**src/hw/rtl/dscq_pkg.sv**
```systemverilog
`timescale 1ns / 1ps
`default_nettype none
package dscq_pkg;
   localparam int DEPTH = 16;
   localparam int TIME_BITS = 48;
   localparam int IDX_BITS = $clog2(DEPTH);
   localparam int CNT_BITS = $clog2(DEPTH + 1);
   localparam int CB_BITS = 8;
   localparam int OBJ_BITS = 16;
   localparam int MC_BITS = 6;
   localparam int FIFO_DEPTH = 2;

   typedef enum logic [3:0] {
      KIND_INSERT    = 4'd0,
      KIND_ERASE_CB  = 4'd1,
      KIND_ERASE_PR  = 4'd2,
      KIND_UPDATE    = 4'd3,
      KIND_INVOKE    = 4'd4,
      KIND_TIME_LEFT = 4'd5,
      KIND_COUNT_CB  = 4'd6,
      KIND_COUNT_PR  = 4'd7,
      KIND_CLEAR     = 4'd8
   } kind_type;

   // classified command between front and back
   typedef struct packed {
      logic                 do_insert;
      logic                 do_erase;
      logic                 erase_one;
      logic                 do_count;
      logic                 flag_only;
      logic                 do_invoke;
      logic                 do_tleft;
      logic                 do_clear;
      logic [CB_BITS-1:0]   cb;
      logic [OBJ_BITS-1:0]  obj;
      logic                 match_obj;
      logic [TIME_BITS-1:0] deadline;
      logic [TIME_BITS-1:0] now_time;
   } cmd_type;

   typedef struct packed {
      logic                       fired;
      logic [CB_BITS-1:0]         cb;
      logic [OBJ_BITS-1:0]        obj;
      logic [MC_BITS-1:0]         cnt;
      logic signed [TIME_BITS-1:0] tleft;
      logic                       full_err;
      logic                       last;
   } rsp_type;

   typedef enum logic [1:0] {
      ST_IDLE,
      ST_REMOVE,
      ST_INSERT,
      ST_INVOKE
   } state_type;
endpackage
`default_nettype wire

```
**src/hw/rtl/dscq_front.sv**
```systemverilog
`timescale 1ns / 1ps
`default_nettype none
module dscq_front import dscq_pkg::*; (
   input  wire logic                 clock,
   input  wire logic                 reset,
   input  wire logic                 push,
   output logic                      full,
   input  wire logic [3:0]           kind,
   input  wire logic [CB_BITS-1:0]   cb,
   input  wire logic [OBJ_BITS-1:0]  obj,
   input  wire logic [TIME_BITS-1:0] deadline,
   input  wire logic [TIME_BITS-1:0] now_time,
   output logic                      cmd_valid,
   output cmd_type                   cmd,
   input  wire logic                 cmd_take
);
   localparam int PB = $clog2(FIFO_DEPTH);
   cmd_type         mem_ff [FIFO_DEPTH];
   logic [PB-1:0]   wp_ff, wp_in, rp_ff, rp_in;
   logic [PB:0]     n_ff, n_in;
   cmd_type         c;
   logic            wr, rd;

   always_comb begin
      c = '0;
      c.cb = cb;
      c.obj = obj;
      c.deadline = deadline;
      c.now_time = now_time;
      unique case (kind)
         KIND_INSERT:    c.do_insert = 1'b1;
         KIND_ERASE_CB:  c.do_erase = 1'b1;
         KIND_ERASE_PR: begin
            c.do_erase = 1'b1; c.match_obj = 1'b1; c.flag_only = 1'b1;
         end
         KIND_UPDATE: begin
            c.do_erase = 1'b1; c.erase_one = 1'b1; c.match_obj = 1'b1;
            c.do_insert = 1'b1;
         end
         KIND_INVOKE:    c.do_invoke = 1'b1;
         KIND_TIME_LEFT: c.do_tleft = 1'b1;
         KIND_COUNT_CB:  c.do_count = 1'b1;
         KIND_COUNT_PR: begin
            c.do_count = 1'b1; c.match_obj = 1'b1; c.flag_only = 1'b1;
         end
         KIND_CLEAR:     c.do_clear = 1'b1;
         default: ;
      endcase
   end

   assign full = (n_ff == (PB+1)'(FIFO_DEPTH));
   assign cmd_valid = (n_ff != '0);
   assign cmd = mem_ff[rp_ff];
   assign wr = push && !full;
   assign rd = cmd_take && cmd_valid;

   always_comb begin
      wp_in = wr ? PB'(wp_ff + 1'b1) : wp_ff;
      rp_in = rd ? PB'(rp_ff + 1'b1) : rp_ff;
      n_in = n_ff + (PB+1)'(wr) - (PB+1)'(rd);
   end

   always_ff @(posedge clock) begin
      if (reset) begin
         wp_ff <= '0; rp_ff <= '0; n_ff <= '0;
      end else begin
         wp_ff <= wp_in; rp_ff <= rp_in; n_ff <= n_in;
      end
      if (wr) mem_ff[wp_ff] <= c;
   end
endmodule
`default_nettype wire

```
**config.mk**
```make
export PLATFORM = sky130hd
export DESIGN_NAME = dscq_front
export DESIGN_NICKNAME = d
export VERILOG_FILES = /design/src/hw/rtl/dscq_pkg.sv /design/src/hw/rtl/dscq_front.sv
export SDC_FILE = /design/constraint.sdc
export NUM_CORES = 1
export LEC_CHECK = 0
export BUFFER_PORTS_ARGS = -buffer_cell sky130_fd_sc_hd__buf_2
export CAP_MARGIN = 5
export CORE_MARGIN = 2
export CORE_UTILIZATION = 53
export CTS_BUF_LIST = sky130_fd_sc_hd__clkbuf_2 sky130_fd_sc_hd__clkbuf_4 sky130_fd_sc_hd__clkbuf_8
export CTS_CLUSTER_DIAMETER = 50
export DETAILED_ROUTE_END_ITERATION = 10
export HOLD_SLACK_MARGIN = 0.05
export MAX_ROUTING_LAYER = met4
export PLACE_DENSITY = 0.8
export SLEW_MARGIN = 15
export SYNTH_ARGS = -nofsm -noshare
export SYNTH_HDL_FRONTEND = slang
export SYNTH_SLANG_ARGS = --single-unit
```
**constraint.sdc**
```tcl
create_clock -name clock -period 11.4 [get_ports clock]
set_input_delay 2.28 -clock clock [delete_from_list [all_inputs] [get_ports clock]]
set_output_delay 2.28 -clock clock [all_outputs]
set_load 0.01 [all_outputs]
```
### After elaboration in Yosys (flattened, before gate mapping)

Memories as Yosys holds them, arrays and structs flattened. A register that Yosys moved wholly into a read port is not among the register bits.
Index checks and enable logic that the tools add are counted.

* bits in registers: 4
* output and inout bits: 131
* input bits: 128
* word-level logic and storage cells: 40
* memories: 1
* memory bits (writable): 258

* equal/unequal tests: 9
* multiplexer cells: 13
* reductions and logical operators: 10
* add/sub/neg operators: 4

Memories
* mem_ff: words 2, bits a word 129, rd ports 1, clocked after Yosys merged registers in 1, write ports 1, line dscq_front.sv:18 `cmd_type mem_ff [FIFO_DEPTH];`

Operators with widths (count)
* $eq A4 B3 Y1 const B: 4
* $mux W1: 13
* $eq A4 B2 Y1 const B: 2
* $reduce_or A2 Y1: 3
* $reduce_or A3 Y1: 2
* $eq A4 B1 Y1 const B: 1
* $eq A4 B4 Y1 const B: 1
* $logic_not A4 Y1: 1
* $add A1 B1 Y1 const B: 2
* $add A2 B1 Y2: 1
* $eq A2 B2 Y1 const B: 1
* $logic_and A1 B1 Y1: 2
* $reduce_bool A2 Y1: 1
* $sub A2 B1 Y2: 1
* $logic_not A1 Y1: 1

### Longest topological paths before layout

* depth after elaboration: 5
* depth in mapped cells: 8
* depth with buffers taken out: 8

### Worst setup path before layout

OpenSTA, ideal clock, no wires.

* path kind: input port to flip-flop
* from: in push
* to: mem mem_ff[0][0] (netlist bit) (enable)
* slack: 5742 ps
* required time: 10918 ps
* cell stages on the path: 3
* setup time: 482 ps
* arrival time: 5176 ps
* buffers on the path: 0
* cell sequence: inv_1 -> or3_1 -> inv_1

* word-level cells in the longest chain between the ends: 3

RTL lines
* from (decl): line dscq_front.sv:6 `input wire logic push,`
* $logic_and A1 B1 Y1: line dscq_front.sv:54 `assign wr = push && !full;`
* $mux W1: line dscq_front.sv:69 `if (wr) mem_ff[wp_ff] <= c;`
* $mux W1 (implied by the code): line dscq_front.sv:69
* to (decl): line dscq_front.sv:18

Every way passes these cells.

==> run_results.csv <==
group,metric,value,unit
global_route,antenna_found_initial,3,
clocking,tritoncts,"built",
sta,fin_setup_tns,0,ps
sta,setup_ws,6290,ps
sta,post-route-period-util,44.9,%
layout,area_growth,22.9,%
sta,finalCriticalPeriod,5110,ps
sta,whs,504,ps
place,place_worst_setup_slack,6660,ps
sta,skew,41.4,ps
clocking,ctsResizeCount,0,
floorplanning,initial_core_util,54.0,%
floorplanning,fp.dieW,139,um
layout,drive_gt1_share,60.4,%
setup_path,path_class,"reg -> out",
global_route,grt_pass1_vias,5453,
synthesis,syn_area,0.00967,sq mm
flow_run,drv_cap,0,
sta,slew_headroom,36.9,%
setup_path,worstPathArrival,2830,ps
layout,nFillCells,1229,
drt,viasPerCell,5.04,
sta,hold_violations,0,
global_route,grt_overflow,0,
drt,routed_wl,17.8,mm
clocking,clk_latency,530,ps
clocking,postCtsSetupBuffers,0,
clocking,cts_hold_buf,0,
place,io_buffers,258,
place,gp_congestion,0.741,
global_route,grt_pass1_wl,27.0,mm
sta,fmax,0.196,GHz
clocking,ctsHtreeMaxLevel,2,
power,power_density,223,mW/mm^2
drt,first_iter_violations,224,
setup_path,required,9120,ps
power,ir_worst_vdd,0.149,mV
drt,num_vias,4982,
floorplanning,die_h,139,um
layout,most-common-layout-cells,"buf_2, edfxtp_1, mux2_2, clkbuf_8, clkbuf_4",
status,status,"finished, final reports clean",
drt,postRouteAntennaNets,0,
synthesis,syn_area_per_cell,21.9,sq um
drt,wl_per_cell,18.0,um
clocking,clock_sinks,263,
place,dp_hpwl,12.1,mm
layout,stdcell_count,988,
place,dp_cells,918,
floorplanning,die_area,0.0193,sq mm
synthesis,yosys_warnings,0,
power,power_leakage,4.49,nW
synthesis,ys_seq_elements,263,
drt,first_pass_iters,7,
clocking,clockRootBuffer,"clkbuf_8",
clocking,cts_buffers,41,
floorplanning,num_io_pins,259,
global_route,grt_usage,18.4,%
drt,route.detailed.drc,0,
clocking,cts.path.max_buffers,3,
floorplanning,core,0.0179,sq mm
synthesis,synth_fp_nets,572,
global_route,grt_max_degree,71,
sta,setup_viol,0,
clocking,clkTransAtPathRegs,60,ps
layout,finalNetCount,862,
setup_path,r2r_slack,8530,ps
setup_path,crit_path_end_kind,"output pin",
synthesis,syn-instance-count,442,
sta,grt_setup_unrepaired,"no",
setup_path,path_max_fanout,68,
sta,drv_slew,0,
hold_path,hp-class,"reg -> reg",
synthesis,synth_cell_types,27,
synthesis,yosysSeqAreaShare,81.2,%
sta,tightestPinTransition,947,ps
setup_path,critical_path.startpoint_type,"flip-flop",
floorplanning,rows,49,
[per-stage QoR]
step | utilization, % | area [sq um] | power [mW]
6_report | 66.4 | 11900 | 2.65
5_1_grt | 66.4 | 11900 | 2.78
4_1_cts | 66.3 | 11900 | 2.69
3_5_place_dp | 62.2 | 11100 | 1.98
3_3_place_gp | 62.2 | 11100 | 1.94
2_1_floorplan | - | 9670 | 1.74
[critical path, stage by stage, from the launching register on]
cell	delay, ps
dfxtp_4	860
buf_4	790
mux2_2	430
buf_2	150
[power breakdown]
part | total [mW] | internal, mW | switching, mW
sequential | 1.30 | 1.24 | 0.0639
combinational | 0.646 | 0.307 | 0.339
clock | 0.710 | 0.390 | 0.319
total | 2.65 | 1.93 | 0.722
[cells by family (layout without fill, tap and decap cells)]
family	Yosys count	count (layout)	synth area share, %
adders and majority gates	2	2	0.259
xor gates and xnor gates	3	3	0.272
buffers and inverters	20	334	1.76
other	0	3	0
DFF	263	263	81.2
AOI/OAI and AO/OA	5	5	0.362
muxes	129	129	15.0
and+or+nand+nor	20	20	1.15
[state kept, by name, indices dropped and copies added, names as in the netlist, named ones only]
signal and flops:
wp_ff 1, n_ff 2, rp_ff 1, mem_ff 258
[path summary, 6_finish.rpt]
path	to	cells after the start	start
worst max-delay path	cmd[85]	3	flip-flop
worst min-delay path	wp_ff	2	wp_ff
worst max register to register	mem_ff[0][48]	5	n_ff[0]
worst min register to register	wp_ff	2	wp_ff
[layer usage]
| metal | track usage [%] | vias up | routed length (um) |
|---|---|---|---|
| li1 | - | 2339 | - |
| met2 | 31.8 | 202 | 9240 |
| met4 | 8.24 | 0 | 541 |
| met1 | 19.3 | 2395 | 6580 |
| met3 | 6.04 | 46 | 1450 |
| met5 | - | - | 0 |
[cells in the mapped netlist]
| library cell | count | share of area [%] |
|---|---|---|
| and3_2 | 1 | 0.078 |
| and3_1 | 3 | 0.19 |
| buf_4 | 1 | 0.078 |
| buf_6 | 12 | 1.4 |
| inv_2 | 1 | 0.039 |
| mux2_2 | 129 | 15 |
| nand2_1 | 2 | 0.078 |
| o211a_1 | 1 | 0.10 |
| nor3_1 | 4 | 0.21 |
| or3_1 | 1 | 0.065 |
| nor4b_1 | 1 | 0.091 |
| o21a_1 | 1 | 0.078 |
| xnor2_1 | 1 | 0.091 |
| o21ai_0 | 1 | 0.052 |
| and2_1 | 1 | 0.065 |
| ha_1 | 2 | 0.26 |
| dfxtp_1 | 5 | 1.0 |
| or2_2 | 1 | 0.065 |
| inv_1 | 5 | 0.19 |
| a21boi_0 | 1 | 0.078 |
| buf_2 | 1 | 0.052 |
| nand2b_2 | 1 | 0.091 |
| edfxtp_1 | 258 | 80 |
| nor2_1 | 4 | 0.16 |
| nor2b_1 | 1 | 0.065 |
| a21oi_1 | 1 | 0.052 |
| xor2_1 | 2 | 0.18 |
[cell type report]
class | count | area [sq um] | share of cell area [%]
clock inverter | 10 | 45.0 | 0.379
antenna | 3 | 7.51 | 0.0632
sequential | 263 | 7850 | 66.1
clock buffer | 57 | 697 | 5.87
tap | 229 | 287 | 2.41
inverter | 6 | 25.0 | 0.211
timing repair buffer | 261 | 1310 | 11.1
multi-input combinational | 159 | 1650 | 13.9
Power figures use the tool's default switching activity.
